`config.mk`:
```
export PLATFORM = sky130hd
export DESIGN_NAME = dvrt_ctrl
export DESIGN_NICKNAME = d
export VERILOG_FILES = /design/src/hdl/dvrt_pkg.sv /design/src/hdl/dvrt_ctrl.sv
export SDC_FILE = /design/constraint.sdc
export NUM_CORES = 1
export LEC_CHECK = 0
export BUFFER_PORTS_ARGS = -buffer_cell sky130_fd_sc_hd__clkbuf_2
export CAP_MARGIN = 20
export CORE_AREA = 2 2 39 41
export DETAILED_ROUTE_END_ITERATION = 6
export DIE_AREA = 0 0 41 43
export MAX_ROUTING_LAYER = met4
export PLACE_DENSITY = 0.73
export SYNTH_ARGS = -nofsm -noshare
export SYNTH_HDL_FRONTEND = slang
export SYNTH_SLANG_ARGS = --single-unit
```
`constraint.sdc`:
```
create_clock -name clock -period 2.9 [get_ports clock]
set_input_delay 0.87 -clock clock [delete_from_list [all_inputs] [get_ports clock]]
set_output_delay 0.87 -clock clock [all_outputs]
set_load 0.01 [all_outputs]
```
`src/hdl/dvrt_pkg.sv`:
```
`timescale 1ns / 1ps
package dvrt_pkg;
   localparam int TABLE_SLOTS = 32;
   localparam int SLOT_W = $clog2(TABLE_SLOTS);
   localparam int PORT_COUNT = 4;
   localparam logic [15:0] TIMEOUT_RESET = 16'd20;

   localparam logic [1:0] MODE_LOOKUP = 2'd0;
   localparam logic [1:0] MODE_LEARN = 2'd1;
   localparam logic [1:0] MODE_CONNECT = 2'd2;
   localparam logic [1:0] MODE_TICK = 2'd3;

   typedef struct packed {
      logic [1:0] mode;
      logic [31:0] address;
      logic [31:0] prefix_mask;
      logic [31:0] gateway_addr;
      logic [3:0] hop_metric;
      logic [1:0] arrival_port;
   } req_type;

   typedef struct packed {
      logic hit;
      logic [31:0] route_gateway;
      logic [1:0] route_port;
      logic [4:0] route_metric;
      logic table_changed;
      logic table_full;
   } rsp_type;

   typedef struct packed {
      logic load;
      logic scan;
      logic [SLOT_W-1:0] idx;
      logic finish;
   } cmd_type;

   typedef struct packed {
      logic done;
   } sts_type;
endpackage

```
`src/hdl/dvrt_ctrl.sv`:
```
`timescale 1ns / 1ps
module dvrt_ctrl (
   input logic clock,
   input logic reset,
   input logic req_valid,
   output logic req_ready,
   output logic rsp_valid,
   input logic rsp_ready,
   output dvrt_pkg::cmd_type cmd,
   input dvrt_pkg::sts_type sts
);
   typedef enum logic [3:0] {
      ST_IDLE = 4'b0001,
      ST_SCAN = 4'b0010,
      ST_DONE = 4'b0100,
      ST_OUT = 4'b1000
   } state_type;

   state_type state_ff, state_in;
   logic [dvrt_pkg::SLOT_W-1:0] idx_ff, idx_in;

   always_comb begin
      state_in = state_ff;
      idx_in = idx_ff;
      req_ready = 1'b0;
      rsp_valid = 1'b0;
      cmd = '0;
      cmd.idx = idx_ff;
      case (state_ff)
         ST_IDLE: begin
            req_ready = 1'b1;
            if (req_valid) begin
               cmd.load = 1'b1;
               idx_in = '0;
               state_in = ST_SCAN;
            end
         end
         ST_SCAN: begin
            cmd.scan = 1'b1;
            idx_in = idx_ff + 1'b1;
            if (idx_ff == dvrt_pkg::SLOT_W'(dvrt_pkg::TABLE_SLOTS - 1)) state_in = ST_DONE;
         end
         ST_DONE: begin
            cmd.finish = 1'b1;
            if (sts.done) state_in = ST_OUT;
         end
         ST_OUT: begin
            rsp_valid = 1'b1;
            if (rsp_ready) state_in = ST_IDLE;
         end
         default: state_in = ST_IDLE;
      endcase
   end

   always_ff @(posedge clock) begin
      if (reset) begin
         state_ff <= ST_IDLE;
         idx_ff <= '0;
      end else begin
         state_ff <= state_in;
         idx_ff <= idx_in;
      end
   end
endmodule

```
-- Yosys cells after proc, flatten, opt, wreduce, memory -nomap -nowiden
Index checks and enable logic that the tools add are counted.
- mux-type cells: 13
- eq/ne operators: 9
- reductions and logical operators: 3
- add/subtract/negate cells: 1
- operators by type and width (kind ; number):
    $mux W4 ; 4
    $pmux W4 S4 ; 1
    $pmux W5 S2 ; 1
    $ne A2 B2 Y1 const B ; 4
    $mux W1 ; 6
    $add A5 B1 Y5 const B ; 1
    $eq A5 B5 Y1 const B ; 1
    $mux W5 ; 1
    $eq A4 B1 Y1 const B ; 1
    $eq A4 B2 Y1 const B ; 1
    $eq A4 B3 Y1 const B ; 1
    $eq A4 B4 Y1 const B ; 1
    $reduce_and A4 Y1 ; 1
    $reduce_and A2 Y1 ; 1
    $reduce_bool A2 Y1 ; 1
- bits in registers: 9
- output and inout port bits: 10

-- Depth between registers and ports, before layout
- depth in word-level cells: 3
- depth in mapped cells: 5

-- Least setup slack after synthesis
OpenSTA, ideal clock, no wires.
- path type: register to output
- start: reg state_ff[1]
- end: out cmd[7] in the netlist's numbering
- setup slack: 0.934 ns
- path buffers: 1
- cell stages (with the launch flop): 5
- data arrival time: 1.096 ns
- required time: 2.030 ns
- path through: dfxtp_1 -> buf_2 -> nor4b_2 -> nand2_1 -> inv_1
- RTL lines (item ; line ; text):
    from (decl) ; dvrt_ctrl.sv:19 ; state_type state_ff, state_in;
    from (signal assigned) ; dvrt_ctrl.sv:60 ; state_ff <= state_in;
    to (decl) ; dvrt_ctrl.sv:9 ; output dvrt_pkg::cmd_type cmd,

==> results.cfg <==
[setup_path]
path_buf_inv = 2
critPathKind = reg -> out
critPathMaxStageDelay_ps = 570
critPathRequiredTime_ps = 2030
crit_arrival_ps = 1430
cp-end-kind = output pin
crit_family = flip-flops
crit_chain = nor4b_4 > buf_4 > clkbuf_2
startpoint_type = flop
critPathMaxFanout = 12
critPathSlowestCell = dfxtp_1

[yosys]
syn_inst = 57
yosysSeqAreaShare = 0.340
yosysWarnings = 0
synth_edf_count = 0
ys_types = 28
async_flop_share = 0
ys_ff_latch = 9
yosys_most_used_dff = dfxtp_1
syn_area_um2 = 529
syn_nets = 64
synth.avg_cell_area_um2 = 9.29

[sta]
skew_ps = 4.57
setup_viol = 0
slew_viol_final = 0
worstMarginPinSlew_ps = 609
slew_headroom = 0.591
rsz0062_at_grt = no
setup-tns-final_ps = 0
period_share = 0.792
fin_crit_ps = 2300
hold_viol_final = 0
fmax_ghz = 0.435
whs_ps = 499

[cells_and_area]
nNetsFinal = 78
synthToLayoutAreaGrowth_pct = 15.1
drive_above_1_share = 0.286
fill_cells = 149
n_antenna_cell = 0

[power_and_ir_drop]
vdd.ir_drop.worst_mv = 0.214
finalPower_mw = 0.257
cellPowerDensity_nw_per_um2 = 422
p_leak_nw = 0.242

[cts]
post-cts-setup-buffer-count = 0
cts_root_buf = clkbuf_4
cts_tree = built
cts_buffers = 3
clock_sinks = 9
htreeDepth = 1
clkLatencyLatePin_ps = 260
clk_pin_slew_ps = 60
ctsHoldBuffers = 0
cts.repair.resized = 0
cts_max_path_buffers = 2

[global_routing]
grt_overflow = 0
grt_usage = 0.151
grt_pass1_wl_um = 1740
grt_start_max_net_pins = 13
antenna_found_initial = 0
first_global_vias = 431

[run_status]
outcome = finished, final reports clean

[placement]
port_buffers = 14
place.gp.congestion = 0.760
dp_hpwl_um = 733

[route]
post_drt_wl_per_cell_um = 12.2
drt_iter0_markers = 10
drc = 0
first_pass_iters = 5
via_per_inst = 5.37
drt_wl_total_um = 1050
vias = 462
ant_nets = 0

[floorplan]
fp.dieH_um = 43
die-area_um2 = 1760
io_pins = 15
core_um2 = 1380
rows = 14
initial_core_util = 0.382
die_w_um = 41

[run]
cap_violations = 0

[min_path]
hold_class = reg -> reg
-- layer usage --
layer	vias to the layer above	share of wire	global-route usage
li1	241	-	-
met1	210	0.47	0.192
met2	9	0.48	0.197
met3	2	0.041	0.0314
met4	0	0.013	0.120
met5	-	0	-
-- worst reg2reg max path, stage by stage, from the launching register on --
cell and delay, ps:
dfxtp_1 570, nand2b_1 110, a211oi_1 560, o21ai_0 200
-- report_power, final --
group	switching, mW	total [mW]	internal, mW	leakage (nW)
sequential	0.00636	0.132	0.126	0.0730
clock	0.0455	0.0986	0.0531	0.0150
combinational	0.0134	0.0264	0.0130	0.154
-- per-stage QoR --
stage               setup WS (ps)  cells  area (um2)  utilization
floorplan                     934     57         529            -
global placement              802     82         583        0.421
detailed placement            799     82         583        0.421
CTS                           596     86         609        0.440
global route                  502     86         609        0.440
finish                        603     86         609        0.440
-- cell type report --
cell class / count / area [um2] / share of cell area
Timing Repair Buffer: 15 / 77.6 / 0.127
Multi-Input combinational cell: 40 / 298 / 0.489
Sequential cell: 9 / 180 / 0.296
Clock buffer: 4 / 26.3 / 0.0431
Tap cell: 16 / 20.0 / 0.0329
Inverter: 2 / 7.51 / 0.0123
-- final timing paths --
path,from,end,slack [ps],cells past startpoint
hold / removal,idx_ff[4],idx_ff[4],500,2
hold reg to reg,idx_ff[4],idx_ff[4],500,2
setup / recovery,state_ff[1],cmd[6],600,3
setup reg to reg,state_ff[1],idx_ff[1],1330,3
-- synthesized netlist by cell type (all sizes together) (2+ instances only) --
cell | count | area (um2)
dfxtp | 9 | 180
buf | 5 | 40.0
nand2b | 4 | 25.0
nand3b | 4 | 30.0
a21oi | 3 | 15.0
nor2 | 3 | 11.3
nor4 | 3 | 18.8
nor4b | 3 | 47.5
o21ai | 3 | 15.0
a211oi | 2 | 15.0
a311oi | 2 | 17.5
ha | 2 | 25.0
inv | 2 | 7.51
nand2 | 2 | 7.51
-- cells in the final DEF, fill, tap and decap left out --
cell / instances
a311oi_1: 2
inv_1: 2
xnor2_1: 1
a31oi_1: 1
dfxtp_1: 9
clkbuf_1: 1
o21ai_0: 3
and3_1: 1
clkbuf_2: 14
nand2b_1: 4
nor2_1: 3
nor4b_2: 1
nor4b_4: 1
or4b_1: 1
nand3_1: 1
a211oi_1: 2
clkbuf_4: 3
a21oi_1: 3
buf_4: 1
nand3b_1: 4
ha_1: 2
and3b_1: 1
nor4_1: 3
nand2_1: 2
nor4b_1: 1
nor3b_1: 1
a41oi_1: 1
a2bb2oi_1: 1
-- flip-flops by register name, summed over array words and instances (netlist names) --
register	cells
state_ff	4
idx_ff	5
-- logic make-up (layout without fill, tap and decap cells) --
kind of cell | count (synthesis) | after routing | share of synthesized area
buffers and inverters | 8 | 21 | 0.0969
flip-flops | 9 | 9 | 0.340
AO/OA/AOI/OAI | 13 | 13 | 0.163
AND/OR/NAND/NOR | 24 | 24 | 0.336
XOR/XNOR | 1 | 1 | 0.0166
adder cells (fa/ha/maj) | 2 | 2 | 0.0473
(Power assumes the default switching activity.)
